===== config.mk =====
export PLATFORM = sky130hd
export DESIGN_NAME = keypad_code_lock_controller_unit
export DESIGN_NICKNAME = d
export VERILOG_FILES = /design/src/sv/kcl_pkg.sv /design/src/sv/keypad_code_lock_controller_unit.sv /design/src/sv/kcl_key_stage.sv /design/src/sv/kcl_lock_core.sv /design/src/sv/kcl_result_stage.sv
export SDC_FILE = /design/constraint.sdc
export NUM_CORES = 1
export LEC_CHECK = 0
export ABC_CLOCK_PERIOD_IN_PS = 9000
export BUFFER_PORTS_ARGS = -buffer_cell sky130_fd_sc_hd__buf_2
export CORE_MARGIN = 2
export CORE_UTILIZATION = 50
export DETAILED_ROUTE_END_ITERATION = 12
export PLACE_DENSITY_LB_ADDON = 0.2
export SYNTH_ARGS = -nofsm -noshare
export SYNTH_HDL_FRONTEND = slang
export SYNTH_SLANG_ARGS = --single-unit

===== constraint.sdc =====
create_clock -name clk -period 9 [get_ports clk]
set_input_delay 0.9 -clock clk [delete_from_list [all_inputs] [get_ports clk]]
set_output_delay 0.9 -clock clk [all_outputs]
set_load 0.05 [all_outputs]

===== src/sv/kcl_pkg.sv =====
`timescale 1ns / 1ps
// ----------------------------------------------------------------------------
// kcl_pkg
// Shared types, codes and constants of the keypad code lock controller.
// ----------------------------------------------------------------------------
package kcl_pkg;

  // Number of digits in a lock code (1 to 8).
  localparam int CODE_LENGTH     = 4;
  localparam int MAX_CODE_LENGTH = 8;

  // Cursor runs 0..CODE_LENGTH, the digit index 0..CODE_LENGTH-1.
  localparam int CUR_W = $clog2(CODE_LENGTH + 1);
  localparam int IDX_W = (CODE_LENGTH > 1) ? $clog2(CODE_LENGTH) : 1;

  localparam int KEY_W   = 8;
  localparam int DIGIT_W = 4;
  localparam int FILL_W  = 8;

  // Default code 1234, padded with leading zeros up to the longest code.
  localparam logic [DIGIT_W-1:0] DEFAULT_DIGITS [MAX_CODE_LENGTH] =
    '{4'd0, 4'd0, 4'd0, 4'd0, 4'd1, 4'd2, 4'd3, 4'd4};

  // ASCII key codes.
  localparam logic [KEY_W-1:0] KEY_PLUS  = 8'h2B;
  localparam logic [KEY_W-1:0] KEY_DOT   = 8'h2E;
  localparam logic [KEY_W-1:0] KEY_EQ    = 8'h3D;
  localparam logic [KEY_W-1:0] KEY_SLASH = 8'h2F;
  localparam logic [KEY_W-1:0] KEY_0     = 8'h30;
  localparam logic [KEY_W-1:0] KEY_1     = 8'h31;
  localparam logic [KEY_W-1:0] KEY_2     = 8'h32;
  localparam logic [KEY_W-1:0] KEY_3     = 8'h33;
  localparam logic [KEY_W-1:0] KEY_9     = 8'h39;

  typedef enum logic [1:0] {
    MODE_LOGIN   = 2'd0,
    MODE_MENU    = 2'd1,
    MODE_NEW     = 2'd2,
    MODE_REENTER = 2'd3
  } mode_t;

  typedef enum logic [2:0] {
    ACT_NONE  = 3'd0,
    ACT_DIGIT = 3'd1,
    ACT_LEFT  = 3'd2,
    ACT_RIGHT = 3'd3,
    ACT_ERASE = 3'd4,
    ACT_MSG   = 3'd5
  } act_t;

  typedef enum logic [3:0] {
    MSG_NONE      = 4'd0,
    MSG_PROMPT    = 4'd1,
    MSG_SHORT     = 4'd2,
    MSG_CORRECT   = 4'd3,
    MSG_INCORRECT = 4'd4,
    MSG_MENU      = 4'd5,
    MSG_NEW       = 4'd6,
    MSG_REENTER   = 4'd7,
    MSG_CHANGED   = 4'd8,
    MSG_MISMATCH  = 4'd9
  } msg_t;

  // One result of a key request.
  typedef struct packed {
    mode_t               mode_now;
    logic                alarm_pulse;
    logic                door_open;
    msg_t                message;
    logic [DIGIT_W-1:0]  display_digit;
    act_t                display_action;
  } result_t;

  localparam int RESULT_W = $bits(result_t);
  localparam int OUT_DATA_W = ((RESULT_W + 7) / 8) * 8;

  // Handshake state of a register stage.
  typedef struct packed {
    logic valid;
    logic ready;
  } stage_ctl_t;

endpackage


===== src/sv/keypad_code_lock_controller_unit.sv =====
`timescale 1ns / 1ps
// ----------------------------------------------------------------------------
// keypad_code_lock_controller_unit
// Door-lock controller driven by ASCII keypad codes: login, menu, new code
// and re-entry modes, one display/door result per key.
// ----------------------------------------------------------------------------
//
//  Channel   Dir  Payload                                       Handshake
//  s_axis    in   tdata[7:0] key_code                           tvalid/tready
//  m_axis    out  tdata[15:0] action, digit, message, door,     tvalid/tready
//                 alarm, mode (see port comment)
//
//  A key request accepted into the input register moves to the output
//  register when it has room: the input register feeds the lock core,
//  whose combinational update loads the output register.
//  One request is accepted every cycle while results drain; the core's
//  update of the mode and cursor registers with each key sets that rate.
//  A stalled m_axis holds the output register, then the input register,
//  then drops s_axis_tready.
//  Synchronous rst restores login mode, empty entry, closed door and the
//  default code; pending requests and results are dropped.
//
module keypad_code_lock_controller_unit (
  input  logic                           clk,
  input  logic                           rst,
  input  logic                           s_axis_tvalid,
  output logic                           s_axis_tready,
  input  logic [7:0]                     s_axis_tdata,  // [7:0] key_code
  output logic                           m_axis_tvalid,
  input  logic                           m_axis_tready,
  // [2:0] display_action, [6:3] display_digit, [10:7] message,
  // [11] door_open, [12] alarm_pulse, [14:13] mode_now, [15] zero
  output logic [kcl_pkg::OUT_DATA_W-1:0] m_axis_tdata
);

  kcl_pkg::stage_ctl_t            key_ctl, res_ctl;
  logic [kcl_pkg::KEY_W-1:0]      key;
  logic                           advance;
  kcl_pkg::result_t               core_result, held_result;

  // Advance a held key into the core when the output register has room.
  assign advance = key_ctl.valid && res_ctl.ready;

  kcl_key_stage u_key_stage (
    .clk      (clk),
    .rst      (rst),
    .in_valid (s_axis_tvalid),
    .in_key   (s_axis_tdata),
    .advance  (advance),
    .ctl      (key_ctl),
    .key      (key)
  );

  kcl_lock_core u_lock_core (
    .clk    (clk),
    .rst    (rst),
    .fire   (advance),
    .key    (key),
    .result (core_result)
  );

  kcl_result_stage u_result_stage (
    .clk       (clk),
    .rst       (rst),
    .load      (advance),
    .result_in (core_result),
    .out_ready (m_axis_tready),
    .ctl       (res_ctl),
    .result    (held_result)
  );

  assign s_axis_tready = key_ctl.ready;
  assign m_axis_tvalid = res_ctl.valid;

  // Pack fields from the lowest bit up, pad the top with zeros.
  assign m_axis_tdata = kcl_pkg::OUT_DATA_W'(held_result);

endmodule


===== src/sv/kcl_key_stage.sv =====
`timescale 1ns / 1ps
// ----------------------------------------------------------------------------
// kcl_key_stage
// Input register: holds one key request until the core consumes it.
// ----------------------------------------------------------------------------
module kcl_key_stage (
  input  logic                      clk,
  input  logic                      rst,
  input  logic                      in_valid,
  input  logic [kcl_pkg::KEY_W-1:0] in_key,
  input  logic                      advance,
  output kcl_pkg::stage_ctl_t       ctl,
  output logic [kcl_pkg::KEY_W-1:0] key
);

  logic valid;

  // Take a new key when empty or when the held one leaves this cycle.
  assign ctl.ready = !valid || advance;
  assign ctl.valid = valid;

  always_ff @(posedge clk) begin
    if (rst) begin
      valid <= 1'b0;
    end else if (ctl.ready) begin
      valid <= in_valid;
    end
  end

  always_ff @(posedge clk) begin
    if (ctl.ready && in_valid) begin
      key <= in_key;
    end
  end

endmodule


===== src/sv/kcl_lock_core.sv =====
`timescale 1ns / 1ps
// ----------------------------------------------------------------------------
// kcl_lock_core
// Lock state (mode, cursor, fill count, digit stores, door) and the
// single-pass update that turns one key into one result.
// ----------------------------------------------------------------------------
module kcl_lock_core (
  input  logic                      clk,
  input  logic                      rst,
  input  logic                      fire,
  input  logic [kcl_pkg::KEY_W-1:0] key,
  output kcl_pkg::result_t          result
);

  localparam logic [kcl_pkg::CUR_W-1:0]  CUR_FULL  = kcl_pkg::CUR_W'(kcl_pkg::CODE_LENGTH);
  localparam logic [kcl_pkg::FILL_W-1:0] FILL_FULL = kcl_pkg::FILL_W'(kcl_pkg::CODE_LENGTH);

  kcl_pkg::mode_t mode, mode_next;
  logic [kcl_pkg::CUR_W-1:0]   cursor, cursor_next;
  logic [kcl_pkg::FILL_W-1:0]  fill_count, fill_count_next;
  logic                        door_state, door_state_next;
  logic [kcl_pkg::DIGIT_W-1:0] entry_digits       [kcl_pkg::CODE_LENGTH];
  logic [kcl_pkg::DIGIT_W-1:0] first_entry_digits [kcl_pkg::CODE_LENGTH];
  logic [kcl_pkg::DIGIT_W-1:0] stored_code        [kcl_pkg::CODE_LENGTH];

  logic is_entry, is_digit, short_fill, login_ok, reenter_ok;
  logic do_submit, do_left, do_right, do_erase, do_digit;
  logic save_first, save_code;
  logic [kcl_pkg::DIGIT_W-1:0] key_digit;
  logic [kcl_pkg::IDX_W-1:0]   wr_idx;

  // Decode the key against the current position.
  always_comb begin
    is_entry   = (mode != kcl_pkg::MODE_MENU);
    is_digit   = (key >= kcl_pkg::KEY_0) && (key <= kcl_pkg::KEY_9);
    key_digit  = kcl_pkg::DIGIT_W'(key - kcl_pkg::KEY_0);
    wr_idx     = cursor[kcl_pkg::IDX_W-1:0];
    short_fill = (fill_count < FILL_FULL);
    do_submit  = is_entry && (key == kcl_pkg::KEY_PLUS) && (cursor == CUR_FULL);
    do_left    = is_entry && (key == kcl_pkg::KEY_DOT) && (cursor != '0);
    do_right   = is_entry && (key == kcl_pkg::KEY_EQ) && (cursor < CUR_FULL);
    do_erase   = is_entry && (key == kcl_pkg::KEY_SLASH) && (cursor != '0)
                 && (cursor <= CUR_FULL);
    do_digit   = is_entry && is_digit && (cursor < CUR_FULL);
    login_ok   = 1'b1;
    reenter_ok = 1'b1;
    for (int i = 0; i < kcl_pkg::CODE_LENGTH; i++) begin
      if (entry_digits[i] != stored_code[i]) begin
        login_ok = 1'b0;
      end
      if (first_entry_digits[i] != entry_digits[i]) begin
        reenter_ok = 1'b0;
      end
    end
  end

  // Mode transitions.
  always_comb begin
    mode_next = mode;
    unique case (mode)
      kcl_pkg::MODE_MENU: begin
        if (key == kcl_pkg::KEY_3) begin
          mode_next = kcl_pkg::MODE_NEW;
        end
      end
      kcl_pkg::MODE_LOGIN: begin
        if (do_submit && !short_fill && login_ok) begin
          mode_next = kcl_pkg::MODE_MENU;
        end
      end
      kcl_pkg::MODE_NEW: begin
        if (do_submit && !short_fill) begin
          mode_next = kcl_pkg::MODE_REENTER;
        end
      end
      kcl_pkg::MODE_REENTER: begin
        if (do_submit && !short_fill) begin
          mode_next = reenter_ok ? kcl_pkg::MODE_LOGIN : kcl_pkg::MODE_MENU;
        end
      end
      default: mode_next = mode;
    endcase
  end

  // Result fields and data path updates.
  always_comb begin
    result.display_action = kcl_pkg::ACT_NONE;
    result.display_digit  = '0;
    result.message        = kcl_pkg::MSG_NONE;
    result.alarm_pulse    = 1'b0;
    cursor_next           = cursor;
    fill_count_next       = fill_count;
    door_state_next       = door_state;
    save_first            = 1'b0;
    save_code             = 1'b0;
    if (!is_entry) begin
      if (key == kcl_pkg::KEY_1) begin
        door_state_next = 1'b1;
      end else if (key == kcl_pkg::KEY_2) begin
        door_state_next = 1'b0;
      end else if (key == kcl_pkg::KEY_3) begin
        cursor_next           = '0;
        fill_count_next       = '0;
        result.display_action = kcl_pkg::ACT_MSG;
        result.message        = kcl_pkg::MSG_NEW;
      end
    end else if (do_submit) begin
      cursor_next           = '0;
      fill_count_next       = '0;
      result.display_action = kcl_pkg::ACT_MSG;
      if (short_fill) begin
        result.message = kcl_pkg::MSG_SHORT;
      end else begin
        unique case (mode)
          kcl_pkg::MODE_LOGIN: begin
            result.message     = login_ok ? kcl_pkg::MSG_CORRECT : kcl_pkg::MSG_INCORRECT;
            result.alarm_pulse = !login_ok;
          end
          kcl_pkg::MODE_NEW: begin
            result.message = kcl_pkg::MSG_REENTER;
            save_first     = 1'b1;
          end
          kcl_pkg::MODE_REENTER: begin
            result.message     = reenter_ok ? kcl_pkg::MSG_CHANGED : kcl_pkg::MSG_MISMATCH;
            result.alarm_pulse = !reenter_ok;
            save_code          = reenter_ok;
          end
          default: result.message = kcl_pkg::MSG_NONE;
        endcase
      end
    end else if (do_left) begin
      cursor_next           = cursor - 1'b1;
      result.display_action = kcl_pkg::ACT_LEFT;
    end else if (do_right) begin
      cursor_next           = cursor + 1'b1;
      result.display_action = kcl_pkg::ACT_RIGHT;
    end else if (do_erase) begin
      cursor_next           = cursor - 1'b1;
      fill_count_next       = fill_count - 1'b1;
      result.display_action = kcl_pkg::ACT_ERASE;
    end else if (do_digit) begin
      cursor_next           = cursor + 1'b1;
      fill_count_next       = fill_count + 1'b1;
      result.display_action = kcl_pkg::ACT_DIGIT;
      result.display_digit  = key_digit;
    end
    result.door_open = door_state_next;
    result.mode_now  = mode_next;
  end

  always_ff @(posedge clk) begin
    if (rst) begin
      mode       <= kcl_pkg::MODE_LOGIN;
      cursor     <= '0;
      fill_count <= '0;
      door_state <= 1'b0;
    end else if (fire) begin
      mode       <= mode_next;
      cursor     <= cursor_next;
      fill_count <= fill_count_next;
      door_state <= door_state_next;
    end
  end

  // Entry and first-entry digits start undefined.
  always_ff @(posedge clk) begin
    for (int i = 0; i < kcl_pkg::CODE_LENGTH; i++) begin
      if (fire && do_digit && (wr_idx == kcl_pkg::IDX_W'(i))) begin
        entry_digits[i] <= key_digit;
      end
      if (fire && save_first) begin
        first_entry_digits[i] <= entry_digits[i];
      end
    end
  end

  always_ff @(posedge clk) begin
    for (int i = 0; i < kcl_pkg::CODE_LENGTH; i++) begin
      if (rst) begin
        stored_code[i] <=
          kcl_pkg::DEFAULT_DIGITS[kcl_pkg::MAX_CODE_LENGTH - kcl_pkg::CODE_LENGTH + i];
      end else if (fire && save_code) begin
        stored_code[i] <= first_entry_digits[i];
      end
    end
  end

endmodule


===== src/sv/kcl_result_stage.sv =====
`timescale 1ns / 1ps
// ----------------------------------------------------------------------------
// kcl_result_stage
// Output register: holds one result until the downstream side takes it.
// ----------------------------------------------------------------------------
module kcl_result_stage (
  input  logic                    clk,
  input  logic                    rst,
  input  logic                    load,
  input  kcl_pkg::result_t        result_in,
  input  logic                    out_ready,
  output kcl_pkg::stage_ctl_t     ctl,
  output kcl_pkg::result_t        result
);

  logic valid;

  // Room for a new result when empty or when the held one is taken now.
  assign ctl.ready = !valid || out_ready;
  assign ctl.valid = valid;

  always_ff @(posedge clk) begin
    if (rst) begin
      valid <= 1'b0;
    end else if (ctl.ready) begin
      valid <= load;
    end
  end

  always_ff @(posedge clk) begin
    if (load) begin
      result <= result_in;
    end
  end

endmodule


; ---- Yosys cells after proc, flatten, opt, wreduce, memory -nomap -nowiden
; Memory sizes are Yosys's and may differ from the RTL's.
; Cells that the tools add are included.
[totals]
regBits = 39
output_inout_bits = 18
elab_cells = 193
n_memories = 3
mem_bits_rw = 48
inputBits = 12
[memory_table]
columns = memory, words, width, rd, rd_ports_with_merged_regs, write_ports, line_no
row1 = u_lock_core.entry_digits, 4, 4, 4, 0, 1, kcl_lock_core.sv:22  ; logic [kcl_pkg::DIGIT_W-1:0] entry_digits [kcl_pkg::CODE_LENGTH];
row2 = u_lock_core.first_entry_digits, 4, 4, 4, 0, 4, kcl_lock_core.sv:23  ; logic [kcl_pkg::DIGIT_W-1:0] first_entry_digits [kcl_pkg::CODE_LENGTH];
row3 = u_lock_core.stored_code, 4, 4, 4, 0, 4, kcl_lock_core.sv:24  ; logic [kcl_pkg::DIGIT_W-1:0] stored_code [kcl_pkg::CODE_LENGTH];
[op_classes]
n_lt_le_gt_ge = 5
add_sub_neg = 5
n_reduce_logical = 41
muxes = 90
bitwise_logic = 7
eq_ne = 29
[ops]
columns = cell, count
row1 = $mux W8, 9
row2 = $mux W3, 19
row3 = $eq A8 B6 Y1 const B, 7
row4 = $mux W4, 12
row5 = $mux W1, 40
row6 = $ne A4 B4 Y1, 8
row7 = $logic_and A1 B1 Y1, 23
row8 = $mux W2, 7
row9 = $pmux W4 S3, 1
row10 = $reduce_or A4 Y1, 3
row11 = $add A8 B1 Y8 const B, 1
row12 = $eq A2 B2 Y1 const B, 4
row13 = $ge A8 B6 Y1 const B, 1
row14 = $le A8 B6 Y1 const B, 1
row15 = $lt A8 B3 Y1 const B, 1
row16 = $pmux W2 S4, 1
row17 = $sub A8 B1 Y8 const B, 1
row18 = $reduce_and A7 Y1, 1
row19 = $ne A2 B1 Y1 const B, 3
row20 = $ne A3 B3 Y1 const B, 2
row21 = $ne A6 B6 Y1 const B, 1
row22 = $reduce_or A6 Y1, 1
row23 = $logic_not A1 Y1, 5
row24 = $reduce_and A5 Y1, 1
row25 = 16 further kinds, 24

; ---- Depth between registers and ports, before layout
; An unclocked memory read counts as a cell.
[depth]
ltp_word = 15
mapped_depth = 13
ltp_nobuf = 12

; ---- Hierarchy
; From an unflattened synthesis, not the netlist that was laid out.
[unflattened]
hier_cells = 337
area_unflattened_um2 = 4292.9
[by_module_without_submodules]
columns = mod, cells_each, area_per_inst_um2, seq_area_each_um2, instances
row1 = kcl_lock_core, 300, 3468.3, 1721.7, 1
row2 = kcl_result_stage, 20, 504.2, 470.5, 1
row3 = kcl_key_stage, 14, 302.8, 260.2, 1
row4 = keypad_code_lock_controller_unit, 3, 17.5, 0.0, 1

; ---- Least setup slack after synthesis
; Ideal clock, no wire load.
[synth_timing]
kind = flip-flop to flip-flop
start = reg u_lock_core.mode[1]
end = reg u_lock_core.fill_count[7] in the netlist's numbering
stages_incl_launch_ff = 14
path_buffers = 1
required_ns = 8.926
arrival_time_ns = 3.204
period_less_slack_ns = 3.279
slack_ns = 5.721
setup_time_ns = 0.074
path_cell_list = dfxtp_1 -> inv_1 -> ha_1 -> buf_6 -> nor4b_4 -> nand4_1 -> nor2_1 -> ha_1 -> a211oi_1 -> o21ai_0 -> a31oi_1 -> mux2i_1 -> or3_1 -> a31oi_1
[synth_between]
elab_chain_cells = 9
word_cells_on_any_way = 24
cone_classes = eq/ne (6) / mux (5) / reduce/logical (13)
[synth_rtl]
columns = element, line_no
row1 = from (decl), kcl_lock_core.sv:18  ; kcl_pkg::mode_t mode, mode_next;
row2 = from (signal assigned), kcl_lock_core.sv:153  ; mode <= kcl_pkg::MODE_LOGIN;
row3 = from (signal assigned), kcl_lock_core.sv:158  ; mode <= mode_next;
row4 = $ne A2 B1 Y1 (*), kcl_lock_core.sv:34  ; is_entry = (mode != kcl_pkg::MODE_MENU);
row5 = $logic_and A1 B1 Y1 (2 in series), kcl_lock_core.sv:42  ; do_erase = is_entry && (key == kcl_pkg::KEY_SLASH) && (cursor != '0)
row6 = $logic_and A1 B1 Y1, kcl_lock_core.sv:43  ; && (cursor <= CUR_FULL);
row7 = $mux W8, kcl_lock_core.sv:137  ; end else if (do_erase) begin
row8 = $mux W8, kcl_lock_core.sv:134  ; end else if (do_right) begin
row9 = $mux W8, kcl_lock_core.sv:131  ; end else if (do_left) begin
row10 = $mux W8, kcl_lock_core.sv:107  ; end else if (do_submit) begin
row11 = $mux W8, kcl_lock_core.sv:96  ; if (!is_entry) begin
row12 = to (signal assigned), kcl_lock_core.sv:160  ; fill_count <= fill_count_next;
row13 = to (decl), kcl_lock_core.sv:20  ; logic [kcl_pkg::FILL_W-1:0] fill_count, fill_count_next;
; Mark *: on every way between the ends. The rest lies on a longest branch, timed or not. The select of a mux whose other input is x is not followed.
; A chain may end at the register's enable or synchronous reset.

; ---- Worst setup path in the final report
; Same ends and word-level chain as after synthesis.

==> flow_summary.yaml <==
run_status:
  status: "finished, final reports clean"
synthesis:
  synth-edff-count: 71
  ys_seq_area_share_pct: 58.8
  async_flop_share_pct: 0
  synth_fp_nets: 363
  synth_warnings: 0
  ys_ff_latch: 87
  synth_top_cell_area_share_pct: 51.1
  synth.area.top_cells: "edfxtp_1, dfxtp_1, xor2_1, ha_1, and2_1"
  syn_area_mm2: 0.00417
  synth_cell_types: 55
  avgSynthCellArea_um2: 12.5
  synth_most_common_cell: "edfxtp_1"
  synth_ff_type: "edfxtp_1"
  yosys.area.top_type: "edfxtp_1"
  syn-instance-count: 334
  synth_common_cells: "edfxtp_1, xor2_1, a21oi_1, and2_1"
timing:
  hold_viol: 0
  fin_skew_ns: 0.00946
  tightest_slew_ns: 0.782
  finalSetupTns_ns: 0
  fmax_mhz: 267
  hold_slack_ns: 0.480
  fin_crit_sh_pct: 41.7
  setup_ws_ns: 5.25
  fin_crit_ns: 3.75
  setup_viol: 0
  rsz0062_at_grt: "no"
  maxSlewViolCount: 0
  slew_headroom_pct: 47.6
clock_tree:
  clock_sinks: 87
  cts_inserted_buffers: 9
  cts_hold_buf: 0
  ctsResizeCount: 0
  cts_buffer_depth: 2
  clock-root-buffer: "clkbuf_8"
  insertion_delay_ns: 0.35
  cts_max_level: 3
  clk_pin_slew_ns: 0.08
  cts_tree: "yes"
  cts_setup_buffers: 0
layout:
  n_antenna_cell: 0
  drive_above_1_share_pct: 13.6
  area_growth_pct: 9.83
  final_util_pct: 56.4
  fin_nets: 394
die:
  die-area_mm2: 0.00909
  die_h_um: 95.4
  coreArea_mm2: 0.00813
  initial_utilization_pct: 51.3
  num_rows: 33
  io_pins: 30
  die_w_um: 95.4
routing:
  num_vias: 2646
  route.detailed.drc: 0
  drt-total-wl_mm: 7.74
  drtIter0Drc: 115
  vias_per_cell: 5.58
  first_pass_iters: 4
  drtAntennaViolNets: 0
  post_drt_wl_per_cell_um: 16.3
global_route:
  overflow: 0
  antenna_found_initial: 0
  grt_max_degree: 26
  grt_pass1_wl_mm: 12.7
  track_usage_pct: 18.7
  first_global_vias: 2602
job:
  cap_violations: 0
power:
  power_density_mw_per_mm2: 162
  power_leakage_nw: 1.68
  peakVddDrop_mv: 0.0808
critical_path:
  crit_path_start_kind: "flip-flop"
  cp.required_ns: 9.27
  cp-end-kind: "flip-flop"
  worstPathArrival_ns: 4.02
  crit_type: "flip-flop to flip-flop"
  crit_fanout: 10
place:
  pre_cts_ws_ns: 5.28
  place.port_buffers: 28
  dpl.hpwl_mm: 5.44
  place.gp.congestion: 0.884
worst_hold_path:
  hp-class: "flip-flop to flip-flop"
[per-stage QoR]
step                      instance area, µm²  cells  power [mW]
final                                   4580    474       0.743
after global routing                    4580    474       0.765
after CTS                               4580    474       0.747
after detailed placement                4400    459       0.487
after global placement                  4400    459       0.486
after floorplan                         4170    334       0.476
[placed cells by master (no fill, tap or decap), drive strengths merged, types with 4 or more instances in the layout]
| cell | count |
|---|---|
| nor2 | 14 |
| nand2 | 14 |
| ha | 16 |
| nand4 | 5 |
| o21ai | 12 |
| nand3 | 5 |
| dfxtp | 16 |
| nor4 | 8 |
| edfxtp | 71 |
| and3 | 6 |
| or4 | 4 |
| or3 | 10 |
| clkbuf | 10 |
| xor2 | 34 |
| and2 | 17 |
| a31oi | 6 |
| buf | 29 |
| nor2b | 4 |
| nand2b | 6 |
| a211oi | 6 |
| a21o | 5 |
| a21oi | 18 |
| inv | 9 |
| nor3 | 6 |
[critical path: stages (launching register included)]
cell	delay (ns)
dfxtp_1	0.41
inv_1	0.11
ha_1	0.32
nor4b_4	0.32
nand4_1	0.20
nor2_1	0.60
ha_1	0.37
a211oi_1	0.34
o21ai_0	0.14
a31oi_1	0.22
mux2i_1	0.12
or3_1	0.38
a31oi_1	0.16
[final cells by class]
cell class / instances / area (µm²)
clock inverters: 5 / 58.8
fillers: 683 / 3550
inverters: 9 / 33.8
multi-input cells: 229 / 1630
well taps: 105 / 131
clock buffers: 10 / 128
repair buffers: 29 / 148
flip-flops and latches: 87 / 2450
[flip-flops by register name, summed over array words and instances (netlist names)]
name                            cells
u_result_stage.result              15
u_key_stage.key                     8
u_lock_core.first_entry_digits     16
u_lock_core.stored_code            16
u_lock_core.mode                    2
u_lock_core.entry_digits           16
u_lock_core.fill_count              8
u_lock_core.cursor                  3
u_key_stage.valid                   1
u_lock_core.door_state              1
u_result_stage.valid                1
[kinds of logic (layout without fill, tap and decap cells)]
logic type	after synthesis	in the layout	synth area share (%)
buffers and inverters	18	53	2.25
XOR/XNOR	36	36	7.55
flip-flops	87	87	58.8
multiplexers	2	2	0.480
other	1	1	0.0898
AND/OR/NAND/NOR	111	111	16.1
AO/OA/AOI/OAI	62	62	9.47
adder cells (fa/ha/maj)	17	17	5.28
[path summary, 6_finish.rpt]
check,start,slack (ns),cells past startpoint,endpoint
min,u_lock_core.fill_count[5],0.48,2,u_lock_core.fill_count[5]
max reg2reg,u_lock_core.mode[1],5.25,12,u_lock_core.fill_count[7]
min reg2reg,u_lock_core.fill_count[5],0.48,2,u_lock_core.fill_count[5]
max,u_lock_core.mode[1],5.25,12,u_lock_core.fill_count[7]
[power breakdown]
| group | switching, mW | internal (mW) | leakage, nW | total [mW] |
|---|---|---|---|---|
| Sequential | 0.00620 | 0.440 | 0.794 | 0.446 |
| Combinational | 0.0232 | 0.00755 | 0.794 | 0.0307 |
| Clock | 0.138 | 0.127 | 0.0888 | 0.266 |
| Total | 0.168 | 0.575 | 1.68 | 0.743 |
[per-layer routing]
layer	up-vias	global-route usage (%)	wire length (µm)
li1	1306	-	-
met1	1285	24.0	3600
met2	49	31.2	3780
met3	6	4.35	295
met4	0	6.28	58
met5	-	0	0
Note: power is estimated with default switching activity, not from simulation.
